<file path="config.mk">
export PLATFORM = sky130hd
export DESIGN_NAME = primed_moving_average_unit
export DESIGN_NICKNAME = d
export VERILOG_FILES = /design/src/rtl/core/pma_pkg.sv /design/src/rtl/core/pma_window.sv /design/src/rtl/core/primed_moving_average_unit.sv
export SDC_FILE = /design/constraint.sdc
export NUM_CORES = 1
export LEC_CHECK = 0
export ABC_AREA = 1
export BUFFER_PORTS_ARGS = -buffer_cell sky130_fd_sc_hd__buf_2
export CORE_ASPECT_RATIO = 1.1
export CORE_MARGIN = 3
export CORE_UTILIZATION = 35
export CTS_BUF_LIST = sky130_fd_sc_hd__clkbuf_4 sky130_fd_sc_hd__clkbuf_8
export DETAILED_ROUTE_END_ITERATION = 10
export PLACE_DENSITY = 0.57
export RECOVER_POWER = 50
export SYNTH_ARGS = -nofsm -noshare
export SYNTH_HDL_FRONTEND = slang
export SYNTH_SLANG_ARGS = --single-unit
</file>
<file path="constraint.sdc">
create_clock -name clk -period 2.9 [get_ports clk]
set_input_delay 0.435 -clock clk [delete_from_list [all_inputs] [get_ports clk]]
set_output_delay 0.435 -clock clk [all_outputs]
set_load 0.05 [all_outputs]
</file>
<file path="src/rtl/core/pma_pkg.sv">
// Shared constants for the primed moving average unit.
`timescale 1ns / 1ps

package pma_pkg;

  localparam int WINDOW_LEN = 8;
  localparam int SAMPLE_W   = 16;
  localparam int SLOT_W     = (WINDOW_LEN > 1) ? $clog2(WINDOW_LEN) : 1;

  typedef logic [SAMPLE_W-1:0] sample_t;
  typedef logic [SLOT_W-1:0]   slot_t;

  localparam slot_t LAST_SLOT = SLOT_W'(WINDOW_LEN - 1);

  function automatic sample_t slot_quot(input sample_t s);
    return sample_t'(s / WINDOW_LEN);
  endfunction

endpackage

</file>
<file path="src/rtl/core/pma_window.sv">
// Window of per-slot quotients with a running sum of quotients.
`timescale 1ns / 1ps

module pma_window
  import pma_pkg::*;
(
  input  logic    clk,
  input  logic    rst,
  input  logic    en,
  input  sample_t sample,
  output sample_t sum_next
);

  sample_t quot [WINDOW_LEN];
  sample_t acc;
  slot_t   slot;
  logic    primed;

  sample_t q_new;
  sample_t q_old;
  logic [SAMPLE_W+SLOT_W:0] fill_sum;

  assign q_new    = slot_quot(sample);
  assign q_old    = quot[slot];
  assign fill_sum = (SAMPLE_W + SLOT_W + 1)'(WINDOW_LEN) * (SAMPLE_W + SLOT_W + 1)'(q_new);

  always_comb begin
    if (!primed) begin
      sum_next = fill_sum[SAMPLE_W-1:0];
    end else begin
      sum_next = acc - q_old + q_new;
    end
  end

  always_ff @(posedge clk) begin
    if (en) begin
      if (!primed) begin
        for (int k = 0; k < WINDOW_LEN; k++) begin
          quot[k] <= q_new;
        end
      end else begin
        quot[slot] <= q_new;
      end
      acc <= sum_next;
    end
  end

  always_ff @(posedge clk) begin
    if (rst) begin
      slot   <= '0;
      primed <= 1'b0;
    end else if (en) begin
      primed <= 1'b1;
      if (primed) begin
        slot <= (slot == LAST_SLOT) ? '0 : slot + 1'b1;
      end
    end
  end

  a_slot_zero_until_primed: assert property (@(posedge clk) disable iff (rst)
    !primed |-> slot == '0)
    else $error("write slot moved before the window was primed");

  a_first_primes: assert property (@(posedge clk) disable iff (rst)
    en |=> primed)
    else $error("window not primed after a request");

  a_primed_stays: assert property (@(posedge clk) disable iff (rst)
    primed |=> primed)
    else $error("primed flag dropped without reset");

endmodule

</file>
<file path="src/rtl/core/primed_moving_average_unit.sv">
// Top level: stream ports, input and result registers around the window.
`timescale 1ns / 1ps

// Primed moving average over the last WINDOW_LEN 16-bit samples. Each
// request gives one average; the first sample after reset fills the whole
// window. Requests pass input and result registers, one per cycle unless
// the output stalls: the per-slot quotient store keeps a running sum, so
// each step is one subtract and one add. The result register lets a new
// request in while a finished average waits on the output.
module primed_moving_average_unit
  import pma_pkg::*;
(
  input  logic        clk,
  input  logic        rst,
  input  logic        s_axis_tvalid,
  output logic        s_axis_tready,
  input  logic [15:0] s_axis_tdata,  // [15:0] sample
  output logic        m_axis_tvalid,
  input  logic        m_axis_tready,
  output logic [15:0] m_axis_tdata   // [15:0] average
);

  logic    s_valid;
  sample_t s_sample;
  logic    o_valid;
  sample_t o_data;
  logic    advance;
  sample_t sum_next;

  assign advance       = s_valid && (!o_valid || m_axis_tready);
  assign s_axis_tready = !s_valid || advance;
  assign m_axis_tvalid = o_valid;
  assign m_axis_tdata  = o_data;

  pma_window u_window (
    .clk      (clk),
    .rst      (rst),
    .en       (advance),
    .sample   (s_sample),
    .sum_next (sum_next)
  );

  always_ff @(posedge clk) begin
    if (rst) begin
      s_valid <= 1'b0;
      o_valid <= 1'b0;
    end else begin
      if (s_axis_tready) begin
        s_valid <= s_axis_tvalid;
      end
      if (advance) begin
        o_valid <= 1'b1;
      end else if (m_axis_tready) begin
        o_valid <= 1'b0;
      end
    end
  end

  always_ff @(posedge clk) begin
    if (s_axis_tvalid && s_axis_tready) begin
      s_sample <= s_axis_tdata;
    end
    if (advance) begin
      o_data <= sum_next;
    end
  end

  a_advance_fills_output: assert property (@(posedge clk) disable iff (rst)
    advance |=> o_valid)
    else $error("result register empty after advance");

  a_held_request_stable: assert property (@(posedge clk) disable iff (rst)
    (s_valid && !advance) |=> (s_valid && $stable(s_sample)))
    else $error("held request lost or changed");

  a_empty_input_ready: assert property (@(posedge clk) disable iff (rst)
    !s_valid |-> s_axis_tready)
    else $error("empty input register not ready");

endmodule
</file>
==> qor.csv <==
stage,metric,value,unit
run_status,status,"finished, final reports clean",
worst_setup_path,crit path capture type,flop,
detailed_routing,Detail Route Antenna Nets,0,
power,register share of total power,0.457,
clock_tree,"Hold-fix buffers, CTS",0,
sta,Hold Fails Final Rpt,0,
floorplanning,core area,0.0187,sq mm
detailed_routing,routed len/inst,16.8,microns
sta,Hold WS,0.183,ns
power,switch share,0.313,
worst_setup_path,RR Endpoint,u_window.acc[13],
power,Pint,3.65,mW
detailed_routing,DRT Pass-1 Iters,4,
power,Lkg Pwr,3.48,nW
cells_and_area,Final Instance Area,0.00859,sq mm
detailed_routing,DR iter-0 viols,197,
place,Final HPWL DP,10600,microns
grt,GRT Overall Usage,0.149,
place,DP Area,0.00750,sq mm
grt,vias in the first global route,4766,
sta,clock skew,0.0137,ns
clock_tree,clk slew on worst S/H paths,0.08,ns
power,Pwr Density,619,mW/mm^2
grt,largest net degree at the start of global routing,53,
worst_setup_path,R2R cell count,19,
sta,Worst-Margin Slew,1.11,ns
logic_synthesis,Synth Instances,656,
logic_synthesis,YS warnings,0,
cells_and_area,synthesis-to-finish area growth,26.2,%
floorplanning,Die H,152,microns
worst_setup_path,CP Capture Point,u_window.acc[13],
clock_tree,clock sink count,142,
sta,Max-slew headroom,0.262,
worst_setup_path,WP data arrival,3.07,ns
place,Buffers on Ports,34,
logic_synthesis,"Seq/Total Area, Yosys",0.613,
clock_tree,Max Buffers Root-to-Sink,2,
floorplanning,die width,139,microns
floorplanning,initial core utilization,0.363,
power,Final Power,5.32,mW
worst_setup_path,Critical Path RT,3.08,ns
logic_synthesis,post-synthesis area per instance,10.4,sq um
cells_and_area,share of cells above drive strength 1,0.290,
cells_and_area,FILL cells,1748,
floorplanning,total die area,0.0212,sq mm
clock_tree,H-tree depth,4,
clock_tree,clock insertion delay at the later pin of the skew report,0.43,ns
grt,initial antenna violation count,0,
cells_and_area,Ant. Diodes,0,
clock_tree,CTS root buffer,clkbuf_8,
grt,first-pass GRT wire length,25000,microns
place,Place WS,-0.168,ns
min_path,type of the tightest min-delay check,input pin to flop,
logic_synthesis,syn_nets,707,
logic_synthesis,"FF+latch count, synth",142,
power,Comb pwr share,0.272,
sta,PnR worst setup slack,0.00954,ns
worst_setup_path,R2R setup slack,0.01,ns
worst_setup_path,critical path class,flop to flop,
sta,final setup vio count,0,
sta,RSZ-0062 raised after global routing,true,
worst_setup_path,maximum fanout along the worst path,10,
detailed_routing,vias per cell,4.90,
detailed_routing,Vias,4847,
power,Clock power frac,0.271,
clock_tree,CTS Buf Count,17,
sta,FMAX,346,MHz
cells_and_area,Layout Nets,785,
logic_synthesis,Yosys cell types,31,
grt,gr ovfl total,0,
worst_setup_path,Startpoint Class,flop,
power,worst vdd ir,321,uV
sta,final slew viol count,0,
floorplanning,row count,52,
power,switching power total,1.66,mW
logic_synthesis,mapped cell area,0.00681,sq mm
job,MaxCap Viol Count,0,
clock_tree,CTS tree,yes,
floorplanning,number of I/O pins,38,
sta,clock period minus worst slack,2.89,ns
detailed_routing,total wire length,16600,microns
detailed_routing,DRC Markers,0,
place,GP Congestion,0.814,
sta,period utilization,0.997,
sequential cells by signal, indices dropped and copies added, names as in the netlist, named ones only:
signal	cells
u_window.acc	16
s_valid	1
u_window.slot	3
m_axis_tvalid	1
u_window.quot	104
u_window.primed	1
s_sample	13
cell type report:
| type | instances | area, sq um | share of cell area |
|---|---|---|---|
| tap | 243 | 304 | 0.0354 |
| multi-input combinational | 389 | 2670 | 0.311 |
| clock buffer | 18 | 241 | 0.0281 |
| clock inverter | 13 | 115 | 0.0134 |
| sequential | 142 | 4180 | 0.487 |
| timing repair buffer | 82 | 676 | 0.0787 |
| inverter | 102 | 395 | 0.0461 |
cell usage in the layout (no fill, tap or decap), drive strengths merged:
cell type	Yosys	layout
nand2	144	144
edfxtp	133	133
inv	101	105
nor2	92	92
buf	13	69
clkbuf	10	31
o21ai	31	31
nand3	27	27
o32ai	26	26
a21oi	21	21
ha	18	18
fa	13	13
dfxtp	9	9
clkinv	1	6
nor3	3	3
a211oi	3	3
clkinvlp	0	3
xnor2	3	3
or2	2	2
nand3b	2	2
and2	1	1
nand4	1	1
o22ai	1	1
xor2	1	1
bufinv	0	1
timing repair:
item,CTS,global route
buffers inserted,0,1
setup endpoints to repair,12,12
cloned,1,5
resized for setup,48,109
pin swaps,9,26
critical path, stage by stage, from the launching register on:
cell      delay, ns
dfxtp_4        0.42
clkinv_8       0.11
buf_16         0.17
nor2_1         0.09
o32ai_1        0.09
nand2_1        0.08
nand2_2        0.09
fa_1           0.49
inv_1          0.07
ha_4           0.28
nand2_2        0.06
inv_2          0.07
buf_4          0.10
nand2_2        0.05
nor3_2         0.14
nand2_1        0.08
nand2_1        0.07
nand2_1        0.04
nand3_1        0.07
nand2_1        0.05
through the flow:
stage / cells / utilization / setup TNS [ns]
2_1_floorplan: 656 / - / 0
3_3_place_gp: 951 / 0.400 / -0.662
3_5_place_dp: 951 / 0.400 / -0.961
4_1_cts: 983 / 0.433 / 0
5_1_grt: 989 / 0.458 / -0.979
6_report: 989 / 0.458 / 0
metal layers:
layer  up-vias  wire (microns)  GRT usage
li1       2352               -          -
met1      2379            7020      0.185
met4         0             216     0.0424
met5         -               0          0
met2        99            8730      0.268
met3        17             628     0.0264
worst min-delay path by stage:
stage,startpoint,endpoint,slack [ns],depth (start not counted)
finish,s_axis_tdata[7],s_sample[7],0.18,1
global route,s_axis_tdata[15],s_sample[15],0.15,1
CTS,s_axis_tdata[8],s_sample[8],0.15,1
detailed placement,m_axis_tvalid,m_axis_tvalid,0.50,2
global placement,m_axis_tvalid,m_axis_tvalid,0.49,2
floorplan,rst,m_axis_tvalid,0.50,1
synth_stat cells, drive strengths merged:
cell    instances  area share
nand3b          2      0.0022
a211oi          3      0.0033
clkinv          1     0.00073
edfxtp        133        0.59
and2            1      0.0013
a21oi          21       0.015
nand2         144       0.080
clkbuf         10      0.0057
xor2            1      0.0013
nor2           92       0.051
nand3          27       0.021
o32ai          26       0.033
nand4           1     0.00092
o22ai           1     0.00092
xnor2           3      0.0039
nor3            3      0.0022
o21ai          31       0.023
or2             2      0.0018
dfxtp           9       0.026
buf            13       0.012
fa             13       0.038
inv           101       0.056
ha             18       0.033
power groups by stage:
stage	Sequential (mW)	Combinational [mW]	Clock (mW)
floorplan	2.51	0.698	0
global placement	2.46	1.11	0
detailed placement	2.47	1.13	0
CTS	2.42	1.28	1.48
global route	2.44	1.59	1.56
finish	2.43	1.45	1.44
kinds of logic (layout without fill, tap and decap cells):
group | count (synthesis) | in the layout | synth area share
AOI/OAI and AO/OA | 82 | 82 | 0.0759
xor gates and xnor gates | 4 | 4 | 0.00515
adders and majority gates | 31 | 31 | 0.0713
buffers and inverters | 125 | 215 | 0.0743
DFF | 142 | 142 | 0.613
and+or+nand+nor | 272 | 272 | 0.160
(Power assumes the default switching activity.)
